==> src/rtl/core/stwm_pkg.sv <==
// ----------------------------------------------------------------------------
// stwm_pkg
// Types and constants shared by the sorted two-way merge block.
// ----------------------------------------------------------------------------
`default_nettype none

package stwm_pkg;

   localparam int DEPTH   = 32;
   localparam int IDX_W   = (DEPTH > 1) ? $clog2(DEPTH) : 1;
   localparam int CNT_W   = $clog2(DEPTH + 1);
   localparam int VALUE_W = 32;
   localparam int OP_W    = 2;

   localparam int QUEUE_DEPTH = 2;
   localparam int QPTR_W      = 1;
   localparam int QCNT_W      = 2;

   // input opcodes; the fourth code is unused
   typedef enum logic [OP_W-1:0] {
      OP_APPEND_A = 2'd0,
      OP_APPEND_B = 2'd1,
      OP_MERGE    = 2'd2
   } op_type;

   // command kinds held in the queue
   typedef enum logic [1:0] {
      CMD_APPEND_A = 2'd0,
      CMD_APPEND_B = 2'd1,
      CMD_MERGE    = 2'd2
   } cmd_kind_type;

   typedef struct packed {
      cmd_kind_type               kind;
      logic signed [VALUE_W-1:0]  value;
   } cmd_type;

   typedef struct packed {
      logic valid;
      logic full;
   } queue_status_type;

   typedef enum logic [0:0] {
      ST_IDLE = 1'b0,
      ST_RUN  = 1'b1
   } back_state_type;

endpackage

`default_nettype wire

==> src/rtl/core/stwm_queue.sv <==
// ----------------------------------------------------------------------------
// stwm_queue
// Small FIFO of decoded commands between the front and the back.
// ----------------------------------------------------------------------------
`default_nettype none

module stwm_queue
   import stwm_pkg::*;
(
   input  wire logic         clock,
   input  wire logic         reset,
   input  wire logic         push,
   input  wire cmd_type      push_cmd,
   input  wire logic         pop,
   output queue_status_type  status,
   output cmd_type           head_cmd
);

   cmd_type           slot_ff [QUEUE_DEPTH];
   logic [QPTR_W-1:0] wr_ptr_ff, wr_ptr_in;
   logic [QPTR_W-1:0] rd_ptr_ff, rd_ptr_in;
   logic [QCNT_W-1:0] count_ff, count_in;
   logic              do_push, do_pop;

   assign status.valid = (count_ff != '0);
   assign status.full  = (count_ff == QCNT_W'(QUEUE_DEPTH));
   assign head_cmd     = slot_ff[rd_ptr_ff];

   assign do_push = push && !status.full;
   assign do_pop  = pop && status.valid;

   always_comb begin
      wr_ptr_in = do_push ? wr_ptr_ff + QPTR_W'(1) : wr_ptr_ff;
      rd_ptr_in = do_pop  ? rd_ptr_ff + QPTR_W'(1) : rd_ptr_ff;
      count_in  = count_ff;
      if (do_push && !do_pop) begin
         count_in = count_ff + QCNT_W'(1);
      end else if (do_pop && !do_push) begin
         count_in = count_ff - QCNT_W'(1);
      end
   end

   always_ff @(posedge clock) begin
      if (reset) begin
         wr_ptr_ff <= '0;
         rd_ptr_ff <= '0;
         count_ff  <= '0;
      end else begin
         wr_ptr_ff <= wr_ptr_in;
         rd_ptr_ff <= rd_ptr_in;
         count_ff  <= count_in;
      end
      if (do_push) begin
         slot_ff[wr_ptr_ff] <= push_cmd;
      end
   end

endmodule

`default_nettype wire

==> config.mk <==
export PLATFORM = sky130hd
export DESIGN_NAME = stwm_queue
export DESIGN_NICKNAME = d
export VERILOG_FILES = /design/src/rtl/core/stwm_pkg.sv /design/src/rtl/core/stwm_queue.sv
export SDC_FILE = /design/constraint.sdc
export NUM_CORES = 1
export LEC_CHECK = 0
export BUFFER_PORTS_ARGS = -buffer_cell sky130_fd_sc_hd__buf_2
export CAP_MARGIN = 20
export CORE_UTILIZATION = 50
export CTS_CLUSTER_DIAMETER = 60
export DETAILED_ROUTE_END_ITERATION = 8
export GPL_ROUTABILITY_DRIVEN = 0
export PLACE_DENSITY = 0.84
export SYNTH_ARGS = -nofsm -noshare
export SYNTH_HDL_FRONTEND = slang
export SYNTH_SLANG_ARGS = --single-unit
==> constraint.sdc <==
create_clock -name clock -period 4.5 [get_ports clock]
set_input_delay 0.225 -clock clock [delete_from_list [all_inputs] [get_ports clock]]
set_output_delay 0.225 -clock clock [all_outputs]
set_load 0.05 [all_outputs]
# Yosys cells after proc, flatten, opt, wreduce, memory -nomap -nowiden
# Memories as Yosys holds them, arrays and structs flattened. A register that Yosys moved wholly into a read port is not among the register bits.
# Cells that the tools add are included.
dict set report totals {
  mem_bits_ro 0
  ramBits 68
  reg_bits 4
  out_inout_bits 36
  in_bits 38
  latchBits 0
  elab_cells 24
  memories 1
}
dict set report classes {
  n_lt_le_gt_ge 0
  mux 6
  eq_ne 1
  add_sub_neg 4
  shifts 0
  div_mod_pow 0
  bitwise 0
  multipliers 0
  n_reduce_logical 9
}
# name words word_bits rd rd_clocked_by_memory_dff write_ports line
set memory_table {}
lappend memory_table {slot_ff 2 34 1 1 1 stwm_queue.sv:19} ;# cmd_type slot_ff [QUEUE_DEPTH];
# operator n
set op_table {}
lappend op_table {{logical AND 1 bit} 4}
lappend op_table {{two-way mux 1 bit} 4}
lappend op_table {{two-way mux 2 bit} 2}
lappend op_table {{nonzero test 2 bit} 2}
lappend op_table {{zero test 1 bit} 3}
lappend op_table {{adder 1 bit (second input constant)} 2}
lappend op_table {{adder 2 x 1 -> 2 bit (second input constant)} 1}
lappend op_table {{equality test 2 bit (second input constant)} 1}
lappend op_table {{subtractor 2 x 1 -> 2 bit (second input constant)} 1}

# Longest topological paths before layout
# Gate-level depths: netlist of the first run.
dict set report logic_depth {
  ltp_word 7
  depth_mapped 6
}

# Worst setup path before layout of the first run
# Ideal clock, no wire load.
dict set report synth_timing {
  path_type {reg2reg}
  from {register count_ff[1]}
  to {memory slot_ff[0][0] (netlist bit) (enable)}
  path_buffers 0
  t_arrival_ns 1.597
  path_slack_ns 2.514
  stages_incl_launch_ff 4
  period_less_slack_ns 1.986
  path_cell_list {dfxtp_1 -> nor2b_2 -> or3_1 -> inv_1}
}
# item line
set synth_rtl {}
lappend synth_rtl {{from (decl)} stwm_queue.sv:22} ;# logic [QCNT_W-1:0] count_ff, count_in;
lappend synth_rtl {{from (signal assigned)} stwm_queue.sv:51} ;# count_ff <= count_in;
lappend synth_rtl {{to (decl)} stwm_queue.sv:19}

==> out/metrics.cfg, run 1 <==
[timing]
finalMaxSlewViolations=0
clock-skew-final_ns=0.005703
post-route-period-util=0.4751
fin_crit_ns=2.138
timing.fmax_mhz=467.7
grt_setup_unrepaired=no
setup_viol=0
slew_headroom=0.4636
hold_viol_final=0
setup_tns_ns=0
tightest_slew_ns=0.8045

[clock_tree]
clock_latency_ns=0.32
post_cts_buffers=0
h-tree-depth=3
cts_resized=0
clock_path_buffers=2
cts_tree=yes
cts_buffers=9
ctsHoldBuffers=0
clk_pin_slew_worst_paths_ns=0.07
clock-sinks=73
cts_root_buffer=clkbuf_8

[floorplanning]
core.rowCount=26
io_pins=74
start_util=0.5195
die_w_um=75.08
dieArea_um2=5636
core_um2=5140
die_h_um=75.08

[hold_path]
hold_class=in -> reg

[synthesis]
synth_area_um2=2670
synth-xor-area-share=0.009841
ys_seq_area_frac=0.8022
synth_compound_area_frac=0.009372
ys_types=15
ys_ff_latch=73
syn_nets=170
yosys_warnings=0
synthSimpleGateAreaFrac=0.01828
synthCells=131
synth_top_family_by_area=multiplexers
synth_fa_ha_area_frac=0.004686
synth.avg_cell_area_um2=20.38
synth.mux.area_fraction=0.1434

[status]
outcome=complete, no violations

[power]
vdd_drop_max_v=0.0002495
powerDensity_nw_per_um2=648.5
p_total_mw=2.133
p_leak_nw=1.253

[critical_path]
critPathMaxStageDelay_ns=0.59
endpoint_kind=primary output
crit_type=reg -> out
crit_slowest_cell=dfxtp_1
worstPathCellList=buf_4, mux2_2, buf_2
cp-start-kind=register
crit_arrival_ns=1.91
critPathMaxFanout=24
cp_data_required_time_ns=4.28

[cells_and_area]
post-route-util=0.6400
drive_above_1_share=0.5714
multi_input_area_um2=496.7
fill_cells=415
final_nets=252
num_antenna_cells=0
area_growth_pct=23.20
register_area_um2=2142

[drt]
wl_met1_um=1669
drc=0
met3_length_um=251
drt_wl_total_um=4298
wl_per_cell_um=14.98
drt-initial-drc-count=68
routed_via_density=4.944
top_layer=met4
drtPass1Iterations=4
ant_nets=0
met2_length_um=2302
vias=1419

[global_route]
antenna_found_initial=0
grt_pass1_wl_um=6099
grt_use_total=0.1572
grt_overflow_total=0
first_global_vias=1344
grt_start_max_net_pins=35

[placed_design]
dp_hpwl_um=2847
portBuffers=73

[flow_run]
cap_viol_max_count=0

-- Yosys cell counts (all sizes together) --
cell    count  area [um2]
dfxtp       5       100.1
o21ai       3       15.01
a21oi       2       10.01
and2        1       6.260
or3         2       12.51
nor2        4       15.01
buf         4       25.02
ha          1       12.51
mux2       34       382.9
xor2        3       26.28
or2         1       6.260
edfxtp     68        2042
nor2b       1       8.760
inv         2       7.510
-- worst paths after layout --
path / startpoint / end / slack, ns / depth (start not counted)
max: register / head_cmd[28] / 2.36 / 3
min: push_cmd[21] / slot_ff[1][21] / 0.09 / 1
max reg2reg: count_ff[1] / slot_ff[0][3] / 2.65 / 4
min reg2reg: wr_ptr_ff / wr_ptr_ff / 0.49 / 2
-- routing by layer --
metal,up-vias,track usage
met4,0,0.09434
met2,43,0.2793
met1,702,0.1603
li1,667,-
met3,7,0.05221
met5,-,0
-- cell families after synthesis --
kind of cell / Yosys count
muxes: 34
and+or+nand+nor: 9
adders and majority gates: 1
xor gates and xnor gates: 3
DFF: 73
buffers and inverters: 6
AOI/OAI and AO/OA: 5
-- stage by stage --
| stage | setup slack, ns | instance area (um2) | instances | hold slack, ns |
|---|---|---|---|---|
| floorplan | 2.514 | 2670 | 131 | 0.2941 |
| global placement | 2.679 | 3114 | 272 | 0.4135 |
| detailed placement | 2.642 | 3114 | 272 | 0.4162 |
| CTS | 2.323 | 3289 | 287 | 0.06704 |
| global route | 2.215 | 3289 | 287 | 0.06542 |
| finish | 2.362 | 3289 | 287 | 0.08508 |
-- cells in the final DEF (no fill, tap or decap) --
cell       instances
or3_1              2
and2_2             1
or2_2              1
dfxtp_1            5
mux2_2            34
ha_1               1
xor2_1             3
clkinv_2           2
a21oi_1            2
o21ai_0            3
clkbuf_8           9
nor2_1             4
edfxtp_1          68
clkbuf_1           1
buf_4              2
nor2b_2            1
buf_2             73
clkinv_1           2
bufinv_16          1
inv_1              2
-- power by group --
group / internal (mW) / switching (mW) / leakage, nW
clock: 0.247 / 0.206 / 0.0910
sequential: 0.855 / 0.0400 / 0.676
combinational: 0.222 / 0.563 / 0.486
-- sequential cells by signal, indices dropped and copies added, names as in the netlist, named ones only --
register	cells
slot_ff	68
count_ff	2
rd_ptr_ff	1
wr_ptr_ff	1
-- cell type report --
class,instances,share of cell area
Clock buffer,10,0.03880
Sequential cell,73,0.6512
Inverter,2,0.002282
Tap cell,70,0.02663
Timing Repair Buffer,75,0.1156
Multi-Input combinational cell,52,0.1510
Clock inverter,5,0.01445
-- worst max-delay path, delay by kind of cell, from the launching register on --
family	cells	cell delay, ns
buffers and inverters	2	0.60
muxes	1	0.38
DFF	1	0.59
Note: power is estimated with default switching activity, not from simulation.
==> run 2: changes to the inputs <==
ABC_AREA = 1   (was unset)
PLACE_DENSITY = 0.83   (was 0.84)
clock period = 2.03 ns   (was 4.5 ns; I/O delays follow)
==> run 2 against run 1 <==
Clock skew rose by 0.0012 ns. Sequential power rose by 120%. Design area rose by 16%. Die area rose by 6.7%.
==> out/metrics.cfg, run 2 <==
[status]
outcome=complete, no violations

[synthesis]
synth-edff-count=68  ; unchanged
synth_common_cells=edfxtp_1, mux2_4, inv_1, nor2_1, nand2_1
ys_seq_area_frac=0.7509  ; -0.05137
synth_top_family_by_area=multiplexers
synth.mux.area_fraction=0.1737  ; +0.03029
syn_nets=182  ; +7.1%
synth_compound_area_frac=0.01009  ; +0.0007156
yosysMostFrequentCell=edfxtp_1
synth-xor-area-share=0  ; -0.009841
synth_ff_type=edfxtp_1
ys_types=15  ; unchanged
synth.top_cells.by_area=edfxtp_1, mux2_4, dfxtp_1, buf_12, mux2_2
async_flop_share=0  ; unchanged
synthCells=143  ; +9.2%
synth_area_um2=2853  ; +6.8%
synth_fa_ha_area_frac=0.004386  ; -0.0003001
synth.top_cell.area_share=0.7158  ; -0.04897
synth.avg_cell_area_um2=19.95  ; -2.1%
synth_area_leader_cell=edfxtp_1
yosys_warnings=0  ; unchanged
synthSimpleGateAreaFrac=0.02544  ; +0.007163
ys_ff_latch=73  ; unchanged

[placed_design]
dp_hpwl_um=2895  ; +1.7%
portBuffers=73  ; unchanged
dp_cells=288  ; +5.9%
dpl_worst_slack_ns=0.4767  ; -2.166 ns
place_area_um2=3308  ; +6.2%

[floorplanning]
dieArea_um2=6012  ; +6.7%
die_w_um=77.54  ; +3.3%
io_pins=74  ; unchanged
die_h_um=77.54  ; +3.3%
start_util=0.5181  ; -0.001410
core.rowCount=27  ; +3.8%
core_um2=5507  ; +7.1%

[global_route]
grt_use_total=0.1666  ; +0.009418
grt_pass1_wl_um=7217  ; +18%
first_global_vias=1628  ; +21%
antenna_found_initial=0  ; unchanged
grt_start_max_net_pins=35  ; unchanged
grt_overflow_total=0  ; unchanged

[clock_tree]
cts_tree=yes
cts_buffers=9  ; unchanged
clock_latency_ns=0.33  ; about the same
post_cts_buffers=0  ; unchanged
clock-sinks=73  ; unchanged
cts_resized=0  ; unchanged
clock_path_buffers=2  ; unchanged
cts_root_buffer=clkbuf_8
h-tree-depth=3  ; unchanged
clk_pin_slew_worst_paths_ns=0.06  ; about the same

[timing]
layout_setup_ws_ns=0.4197  ; -1.942 ns
timing.fmax_mhz=621.0
setup_viol=0  ; unchanged
fin_crit_ns=1.610
slew_headroom=0.7962  ; +0.3326
finalMaxSlewViolations=0  ; unchanged
post-route-period-util=0.7932
setup_tns_ns=0  ; unchanged
tightest_slew_ns=0.3057  ; -0.4989 ns
hold_viol_final=0  ; unchanged
clock-skew-final_ns=0.006934  ; +0.001232 ns
grt_setup_unrepaired=no

[critical_path]
endpoint_kind=primary output
cp_data_required_time_ns=1.93  ; -2.35 ns
crit_type=reg -> out
critPathMaxFanout=34  ; +42%
cp-start-kind=register
r2r-start=count_ff[1]
crit_arrival_ns=1.51  ; -0.40 ns

[power]
pwr-share-clk=0.194  ; -0.019
powerDensity_nw_per_um2=1242  ; +91%
switching_power_mw=1.739  ; +120%
vdd_drop_max_v=0.0008762  ; +250%
p_leak_nw=1.536  ; +23%
p_total_mw=4.729  ; +120%
power.share.combinational=0.389  ; +0.021
power_frac_seq=0.418  ; -0.002
p_sw_frac=0.3677  ; -0.01138
p_int_mw=2.990  ; +130%

[drt]
drc=0  ; unchanged
vias=1571  ; +11%
wl_per_cell_um=13.30  ; -11%
drt-initial-drc-count=81  ; +19%
ant_nets=0  ; unchanged
drtPass1Iterations=4  ; unchanged
routed_via_density=4.648  ; -6.0%
drt_wl_total_um=4494  ; +4.6%

[cells_and_area]
drive_above_1_share=0.4699  ; -0.1015
final_common_cell=buf_2
area_growth_pct=33.51
regMostFlops=slot_ff
final_nets=300  ; +19%
finalInstanceArea_um2=3809  ; +16%
num_antenna_cells=0  ; unchanged
fill_cells=362  ; -13%
top_regs=slot_ff x68, count_ff x2
mostFrequentLayoutCells=buf_2, edfxtp_1, dlygate4sd3_1
largest_register_ffs=68  ; unchanged
layout.cells.non_filler=338  ; +18%

[hold_path]
hold_start=reset
hold_class=in -> reg

[flow_run]
cap_viol_max_count=0  ; unchanged

==> run 2: worst max-delay path: stages (launching register included) <==
cell	delay, ns
dfxtp_2	0.34
buf_12	0.24
mux2_2	0.37
buf_2	0.21
==> run 2: metrics by stage <==
| step | util | hold slack (ns) |
|---|---|---|
| after detailed placement | 0.6008 | 0.2931 |
| after global placement | 0.6008 | 0.2890 |
| final | 0.6917 | 0.05009 |
| after global routing | 0.6917 | 0.08604 |
| after CTS | 0.6917 | 0.03125 |
| after floorplan | - | 0.2004 |
==> run 2: logic make-up after synthesis <==
kind of cell / after synthesis
AO/OA/AOI/OAI: 5
flip-flops: 73
adder cells (fa/ha/maj): 1
AND/OR/NAND/NOR: 18
multiplexers: 34
buffers and inverters: 12
==> run 2: cell type report <==
type	count	area, um2	share of cell area
well taps	72	90.09	0.02365
inverters	8	30.03	0.007884
flip-flops and latches	73	2143	0.5627
repair buffers	111	760.7	0.1997
clock inverters	1	3.754	0.0009855
multi-input cells	58	624.3	0.1639
clock buffers	15	156.4	0.04106
==> run 2: what timing repair did <==
| item | in CTS | in global routing |
|---|---|---|
| hold buffers | 34 | 0 |
| endpoints found under the hold margin | 68 | 0 |
| setup endpoints to repair | 0 | 0 |
==> run 2: power by group through the flow <==
stage / sequential [mW] / combinational (mW) / clock [mW]
floorplan: 1.99 / 1.51 / 0
global placement: 1.99 / 1.78 / 0
detailed placement: 2.01 / 1.81 / 0
CTS: 1.98 / 1.86 / 0.955
global route: 1.99 / 1.93 / 1.01
finish: 1.97 / 1.84 / 0.916
==> run 2: final timing paths <==
check                                     to  slack [ns]  cells after the start
worst max-delay path            head_cmd[18]        0.42                      3
worst min-delay path             count_ff[1]        0.05                      4
worst max register to register   count_ff[1]        0.48                      9
worst min register to register     rd_ptr_ff        0.51                      2
==> run 2: layer usage <==
| layer | wire length [um] | global-route usage | vias up |
|---|---|---|---|
| li1 | - | - | 773 |
| met1 | 1790 | 0.1799 | 748 |
| met2 | 2457 | 0.2885 | 42 |
| met3 | 148 | 0.04706 | 8 |
| met4 | 97 | 0.1019 | 0 |
| met5 | 0 | 0 | - |
